<file path="src/lpe_pkg.sv">
// types and constants of the line position estimator
`default_nettype none
package lpe_pkg;
   localparam int NUM_SENSORS = 8;
   localparam int READING_W   = 16;
   localparam int DIV_W       = 17;
   localparam int WEIGHT_W    = 24;
   localparam int SQ_W        = 2 * WEIGHT_W;
   localparam int T_W         = SQ_W + 3;
   localparam int S_W         = SQ_W + 6;
   localparam int LINE_W      = 25;
   localparam int POS_W       = 16;
   localparam int Q_W         = 17;

   localparam logic [POS_W-1:0] Q_MAX    = 16'hFFFF;
   localparam logic [POS_W-1:0] POS_BIAS = 16'h8000;

   typedef logic [NUM_SENSORS-1:0][READING_W-1:0] reading_arr_type;

   typedef struct packed {
      logic [S_W-1:0]    s;
      logic [T_W-1:0]    t;
      logic [LINE_W-1:0] lineness;
   } moments_type;

   typedef struct packed {
      logic signed [POS_W-1:0] position;
      logic [LINE_W-1:0]       lineness;
      logic                    flat_frame;
   } result_type;
endpackage
`default_nettype wire

</file>
<file path="src/lpe_ratio.sv">
// pipelined long division of the centroid and the output register
`default_nettype none
module lpe_ratio import lpe_pkg::*; (
   input  wire logic        clock,
   input  wire logic        reset,
   input  wire logic        en,
   input  wire logic        in_valid,
   input  wire moments_type moments,
   output logic             out_valid,
   output result_type       result
);
   logic              v0_ff;
   logic [S_W-1:0]    den0_ff, s0_ff;
   logic              flat0_ff;
   logic [LINE_W-1:0] line0_ff;

   logic              vld_ff  [Q_W];
   logic [S_W-1:0]    den_ff  [Q_W];
   logic [S_W-1:0]    rem_ff  [Q_W];
   logic [Q_W-1:0]    quo_ff  [Q_W];
   logic              flat_ff [Q_W];
   logic [LINE_W-1:0] line_ff [Q_W];

   logic              vout_ff;
   result_type        res_ff, res_in;

   always_ff @(posedge clock) begin
      if (reset) begin
         v0_ff <= 1'b0;
      end else if (en) begin
         v0_ff <= in_valid;
      end
   end

   always_ff @(posedge clock) begin
      if (en) begin
         den0_ff  <= (S_W'(moments.t) << 3) - S_W'(moments.t);
         s0_ff    <= moments.s;
         flat0_ff <= moments.t == '0;
         line0_ff <= moments.lineness;
      end
   end

   for (genvar j = 0; j < Q_W; j++) begin : g_div
      logic              vld_prev;
      logic [S_W-1:0]    den_prev;
      logic [S_W:0]      cand;
      logic [Q_W-1:0]    quo_prev;
      logic              flat_prev;
      logic [LINE_W-1:0] line_prev;
      logic              ge;

      if (j == 0) begin : g_first
         // integer part of s / den, zero or one
         assign vld_prev  = v0_ff;
         assign den_prev  = den0_ff;
         assign cand      = {1'b0, s0_ff};
         assign quo_prev  = '0;
         assign flat_prev = flat0_ff;
         assign line_prev = line0_ff;
      end else begin : g_next
         assign vld_prev  = vld_ff[j-1];
         assign den_prev  = den_ff[j-1];
         assign cand      = {rem_ff[j-1], 1'b0};
         assign quo_prev  = quo_ff[j-1];
         assign flat_prev = flat_ff[j-1];
         assign line_prev = line_ff[j-1];
      end

      assign ge = cand >= {1'b0, den_prev};

      always_ff @(posedge clock) begin
         if (reset) begin
            vld_ff[j] <= 1'b0;
         end else if (en) begin
            vld_ff[j] <= vld_prev;
         end
      end

      always_ff @(posedge clock) begin
         if (en) begin
            den_ff[j]  <= den_prev;
            rem_ff[j]  <= ge ? S_W'(cand - {1'b0, den_prev}) : S_W'(cand);
            quo_ff[j]  <= {quo_prev[Q_W-2:0], ge};
            flat_ff[j] <= flat_prev;
            line_ff[j] <= line_prev;
         end
      end
   end

   always_comb begin
      logic [POS_W-1:0] qsat;
      qsat = quo_ff[Q_W-1][Q_W-1] ? Q_MAX : quo_ff[Q_W-1][POS_W-1:0];
      res_in.lineness   = line_ff[Q_W-1];
      res_in.flat_frame = flat_ff[Q_W-1];
      res_in.position   = flat_ff[Q_W-1] ? '0 : $signed(qsat ^ POS_BIAS);
   end

   always_ff @(posedge clock) begin
      if (reset) begin
         vout_ff <= 1'b0;
      end else if (en) begin
         vout_ff <= vld_ff[Q_W-1];
      end
   end

   always_ff @(posedge clock) begin
      if (en) begin
         res_ff <= res_in;
      end
   end

   assign out_valid = vout_ff;
   assign result    = res_ff;
endmodule
`default_nettype wire

</file>
<file path="config.mk">
export PLATFORM = sky130hd
export DESIGN_NAME = lpe_ratio
export DESIGN_NICKNAME = d
export VERILOG_FILES = /design/src/lpe_pkg.sv /design/src/lpe_ratio.sv
export SDC_FILE = /design/constraint.sdc
export NUM_CORES = 2
export LEC_CHECK = 0
export ABC_CLOCK_PERIOD_IN_PS = 11200
export BUFFER_PORTS_ARGS = -buffer_cell sky130_fd_sc_hd__buf_4
export CAP_MARGIN = 10
export CORE_MARGIN = 2
export CORE_UTILIZATION = 50
export DETAILED_ROUTE_END_ITERATION = 16
export GPL_ROUTABILITY_DRIVEN = 0
export GPL_TIMING_DRIVEN = 0
export PLACE_DENSITY = 0.66
export SYNTH_ARGS = -nofsm -noshare
export SYNTH_HDL_FRONTEND = slang
export SYNTH_SLANG_ARGS = --single-unit
</file>
<file path="constraint.sdc">
create_clock -name clock -period 11.2 [get_ports clock]
set_input_delay 1.68 -clock clock [delete_from_list [all_inputs] [get_ports clock]]
set_output_delay 1.68 -clock clock [all_outputs]
set_load 0.05 [all_outputs]
</file>
; Word level (Yosys, flattened, before mapping)
; Memories as Yosys holds them, arrays and structs flattened. A register that Yosys moved wholly into a read port is not among the register bits.
; Cells that the tools add are included.
[word_totals]
reg_bits = 152
ramBits = 2584
inputBits = 134
wordCells = 108
memories = 6
[memory_table]
columns = name, words, word_bits, read_ports, rd_ports_with_merged_regs, write_ports, line_no
row1 = den_ff, 17, 54, 16, 0, 17, lpe_ratio.sv:18  ; logic [S_W-1:0] den_ff [Q_W];
row2 = rem_ff, 17, 54, 16, 0, 17, lpe_ratio.sv:19  ; logic [S_W-1:0] rem_ff [Q_W];
row3 = line_ff, 17, 25, 17, 1, 17, lpe_ratio.sv:22  ; logic [LINE_W-1:0] line_ff [Q_W];
row4 = quo_ff, 17, 17, 17, 0, 17, lpe_ratio.sv:20  ; logic [Q_W-1:0] quo_ff [Q_W];
row5 = flat_ff, 17, 1, 17, 0, 17, lpe_ratio.sv:21  ; logic flat_ff [Q_W];
row6 = vld_ff, 17, 1, 17, 1, 17, lpe_ratio.sv:17  ; logic vld_ff [Q_W];
[classes]
n_addsub = 18
magnitude_cmp = 17
n_mux = 41
bitwise_logic = 18
n_reduce_logical = 1
[op_table]
columns = op, n
row1 = $mux W54, 17
row2 = $sub A54 B54 Y54, 17
row3 = $ge A55 B54 Y1, 16
row4 = $ge A54 B54 Y1, 1
row5 = $sub A54 B51 Y54, 1
row6 = $logic_not A51 Y1, 1
row7 = $mux W1, 23
row8 = $or A1 B1 Y1, 17
row9 = $mux W16, 1
row10 = $not A1 Y1, 1

; Depth between registers and ports, before layout
[depth]
ltp_word = 4
ltp_mapped = 17
mapped_depth_nobuf = 15

; Worst setup path after synthesis
; OpenSTA, ideal clock, no wires.
[synth_timing]
path_kind = input-to-reg
start = input port moments[28] (netlist name)
end = register den0_ff[41] (data pin)
setup_ns = 0.265
arrival_ns = 4.428
slack_ns = 6.508
cell_stages = 13
path_cell_list = inv_1 -> ha_1 -> or4b_1 -> a221oi_2 -> a31oi_1 -> o41a_1 -> o21ai_2 -> nand4_1 -> a21oi_4 -> a211oi_2 -> o21ai_1 -> a21oi_1 -> xnor2_1
[synth_between]
elab_chain_len = 1
[synth_lines]
columns = item, line_no
row1 = "start, declared", lpe_ratio.sv:8  ; input wire moments_type moments,
row2 = $sub A54 B51 Y54, lpe_ratio.sv:37  ; den0_ff <= (S_W'(moments.t) << 3) - S_W'(moments.t);
row3 = "end signal, assigned", lpe_ratio.sv:37
row4 = "end, declared", lpe_ratio.sv:13  ; logic [S_W-1:0] den0_ff, s0_ff;
; Every way passes these cells.
; A chain may end at the register's enable or synchronous reset.

==> reports/results.txt <==
First-pass GRT wire length: 508000 µm
Max_cap viols: 0
CTS tree: built
CORE AREA: 280000 µm²
Pin count of the biggest net entering global routing: 194
H-tree depth: 5
Worst reg2reg startpoint: rem_ff[0][168]$_DFFE_PP_
CP Cell Sequence: ha_1 > nand4_1 > o31ai_1 > a21oi_1 > o31ai_1 > a21oi_1 > o21ai_1 > a21oi_1 > clkbuf_1 > clkbuf_1 > nand2_1 > o21ai_0
FF-to-FF End: rem_ff[0][257]$_DFFE_PP_
Fmax: 0.161 GHz
Synthesized area per cell: 11.1 µm²
CP max FO: 10
Async S/R FF share, synth: 0
Resized cells post-CTS: 0
Die area: 286000 µm²
Worst Clk Skew: 0.0441 ns
Clk root buf: clkbuf_16
Area Overhead vs Synth: 11.2%
Fin Setup TNS: 0 ns
WL per Instance: 19.0 µm
Max IR drop VDD: 0.000126 V
Routed Antenna Nets: 0
Final wirelength: 324000 µm
Insertion delay to the later sink of the worst-skew pair: 0.90 ns
Chip width: 535 µm
Yosys cell types: 116
Share of layout cells above drive strength 1: 0.0801
Chip height: 535 µm
Slew Viols, Final: 0
CP most frequent cell: a21oi_1
Flop-to-flop setup slack: 5.00 ns
Max layer used: met4
DRT Pass-1 Iters: 13
I/O pins: 177
DRC: 0
Arr. time, crit path: 6.79 ns
Outcome: complete, no violations
Post-synth EDFFs: 2516
Number of port buffers: 176
Num rows: 194
WL met1: 117000 µm
Clk sinks: 2518
Fin crit share: 0.553
Pwr/cell area: 286 nW/µm²
Drt via density: 5.74
Fin crit period: 6.20 ns
Clock transition at path regs: 0.06 ns
Leakage power: 63.4 nW
Setup crit start kind: flip-flop
Worst Hold Class: flip-flop to flip-flop
Total of warnings raised by yosys: 0
Cts hold-fix bufs: 0
R2R depth: 12
Critical Path End Type: flip-flop
Vias in the first global route: 98.8k
Post-Syn Nets: 13.8k
Setup Fix Bufs, Post-CTS: 0
Fillers: 22.5k
Post-DP Area: 147000 µm²
CP Launch Point: rem_ff[0][168]$_DFFE_PP_
Met3 WL: 14400 µm
Final Instance Area: 156000 µm²
Fin. Hold Viols: 0
Dpl hpwl: 248000 µm
WP data required: 11.79 ns
Area of the mapped netlist: 141000 µm²
Crit path largest cell delay: 0.95 ns
Sequential-to-total area share from yosys stat: 0.537
Setup CP Type: flip-flop to flip-flop
Gr usage total: 0.221
Clock buffer depth: 4
Initial DRC Count: 8111
Met2 wire len: 169000 µm
Post-Syn Instances: 12.7k
Register bit total from synthesis: 2518
Main synth FF type: edfxtp_1
GRT Residual Overflow: 0
Actual slew at the worst max-slew pin: 1.41 ns
CP endpoint: rem_ff[0][257]$_DFFE_PP_
Vias: 98.2k
# nets final: 14.3k
Worst rel slew slack: 0.0507
CTS Buf Count: 282
Starting Density: 0.503
Final setup viols: 0
Unrepaired setup endpoints after global routing: no
Slowest stage cell on the critical path: o31ai_1
Initial antenna violation count: 7
==> sequential cells by signal (all words and copies together) (netlist names) <==
register         count
den0_ff             54
den_ff             864
flat0_ff             1
flat_ff             17
g_div.line_prev     25
g_div.vld_prev       1
line_ff            425
out_valid            1
quo_ff             153
rem_ff             864
result              42
s0_ff               54
vld_ff              17
==> logic make-up (layout without fill, tap and decap cells) <==
| logic type | after synthesis | in the layout | synth area share |
|---|---|---|---|
| compound gates | 3498 | 3498 | 0.153 |
| simple gates | 2855 | 2855 | 0.0956 |
| flops | 2518 | 2518 | 0.537 |
| buf+inv | 1653 | 2356 | 0.0462 |
| fa+ha+maj | 982 | 982 | 0.0881 |
| xor+xnor | 845 | 845 | 0.0526 |
| mux | 322 | 322 | 0.0270 |
| other cells | 0 | 4 | 0 |
==> stage by stage <==
step / hold WS (ns) / utilization / setup slack (ns) / instances / total power [W]
6_report: 0.402 / 0.560 / 5.00 / 17104 / 0.0448
5_1_grt: 0.407 / 0.560 / 4.92 / 17103 / 0.0476
4_1_cts: 0.387 / 0.560 / 5.29 / 17100 / 0.0445
3_5_place_dp: 0.405 / 0.527 / 4.81 / 16597 / 0.0353
3_3_place_gp: 0.400 / 0.525 / -12.96 / 16573 / 0.0350
2_1_floorplan: 0.400 / - / 6.51 / 12673 / 0.0300
==> critical path: cells and delay by family (launching register included) <==
family,cells,cell delay [ns]
AO/OA/AOI/OAI,7,3.34
buffers and inverters,2,0.95
AND/OR/NAND/NOR,2,0.82
adder cells (fa/ha/maj),1,0.41
flip-flops,1,0.39
==> area by class of cell <==
class                   instances  area (µm²)  share of cell area
clock buffers                 339        7290              0.0466
multi-input cells            8502       58700               0.375
diodes                          4        10.0           0.0000640
flip-flops and latches       2518       75600               0.483
repair buffers                200        1860              0.0119
inverters                    1207        4540              0.0290
clock inverters               164        1840              0.0118
plain buffers                 446        1970              0.0126
well taps                    3724        4660              0.0298
==> layout by cell type, fill, tap and decap left out, types with 337 or more instances in the layout <==
cell	netlist	routed
nand2_1	895	895
xnor2_1	508	508
a21oi_1	1254	1254
a21o_1	534	534
edfxtp_1	2516	2516
clkbuf_1	330	385
nor2_1	814	814
o21ai_0	758	758
inv_1	1205	1205
ha_1	966	966
xor2_1	337	337
==> synthesized netlist by cell type, types with 19 or more instances <==
cell	instances	share of area
and4_1	40	0.0025
mux2_2	219	0.018
a41oi_1	28	0.0017
ha_1	966	0.086
a221o_1	21	0.0015
nor3_1	124	0.0044
xnor2_1	508	0.032
inv_1	1205	0.032
nor2_1	814	0.022
o21ai_1	43	0.0015
o21a_1	80	0.0043
nand2_1	895	0.024
a21boi_0	27	0.0014
buf_2	77	0.0027
o21bai_1	173	0.0092
a31o_2	26	0.0016
nand4_1	251	0.011
a21oi_1	1254	0.045
xor2_1	337	0.021
nor2b_1	108	0.0048
clkbuf_1	330	0.0088
a21o_1	534	0.028
a221oi_1	28	0.0017
mux2_1	44	0.0035
or3_1	27	0.0012
mux2_4	49	0.0052
o211ai_1	50	0.0027
nor4_1	49	0.0022
or2_2	19	0.00084
o21ai_0	758	0.027
and2_1	74	0.0033
and3_1	86	0.0038
nand3_1	190	0.0068
o31ai_1	54	0.0029
a211oi_1	77	0.0041
a211o_1	28	0.0017
nand2b_1	99	0.0044
edfxtp_1	2516	0.54
a31oi_1	125	0.0056
==> metal layers <==
metal	up-vias	GRT usage
li1	47370	-
met1	45456	0.225
met2	4088	0.419
met3	1264	0.0254
met4	0	0.157
met5	-	0
==> power breakdown <==
part | internal (W) | switching (W) | leakage [nW] | total [W]
registers | 0.0137 | 0.00117 | 24.6 | 0.0148
clock network | 0.00530 | 0.00373 | 4.42 | 0.00903
logic | 0.00851 | 0.0124 | 34.4 | 0.0209
==> worst min path at each step <==
stage / depth (start not counted) / slack (ns) / start / endpoint
2_1_floorplan: 0 / 0.40 / flat0_ff$_DFFE_PP_ / flat_ff[0]$_DFFE_PP_
4_1_cts: 0 / 0.39 / quo_ff[9][3]$_DFFE_PP_ / quo_ff[10][4]$_DFFE_PP_
5_1_grt: 0 / 0.41 / line_ff[8][12]$_DFFE_PP_ / line_ff[9][12]$_DFFE_PP_
6_report: 0 / 0.40 / line_ff[15][17]$_DFFE_PP_ / line_ff[16][17]$_DFFE_PP_
3_3_place_gp: 0 / 0.40 / line_ff[16][0]$_DFFE_PP_ / result[1]$_DFFE_PP_
3_5_place_dp: 0 / 0.40 / line_ff[9][11]$_DFFE_PP_ / line_ff[10][11]$_DFFE_PP_
Power figures use the tool's default switching activity.
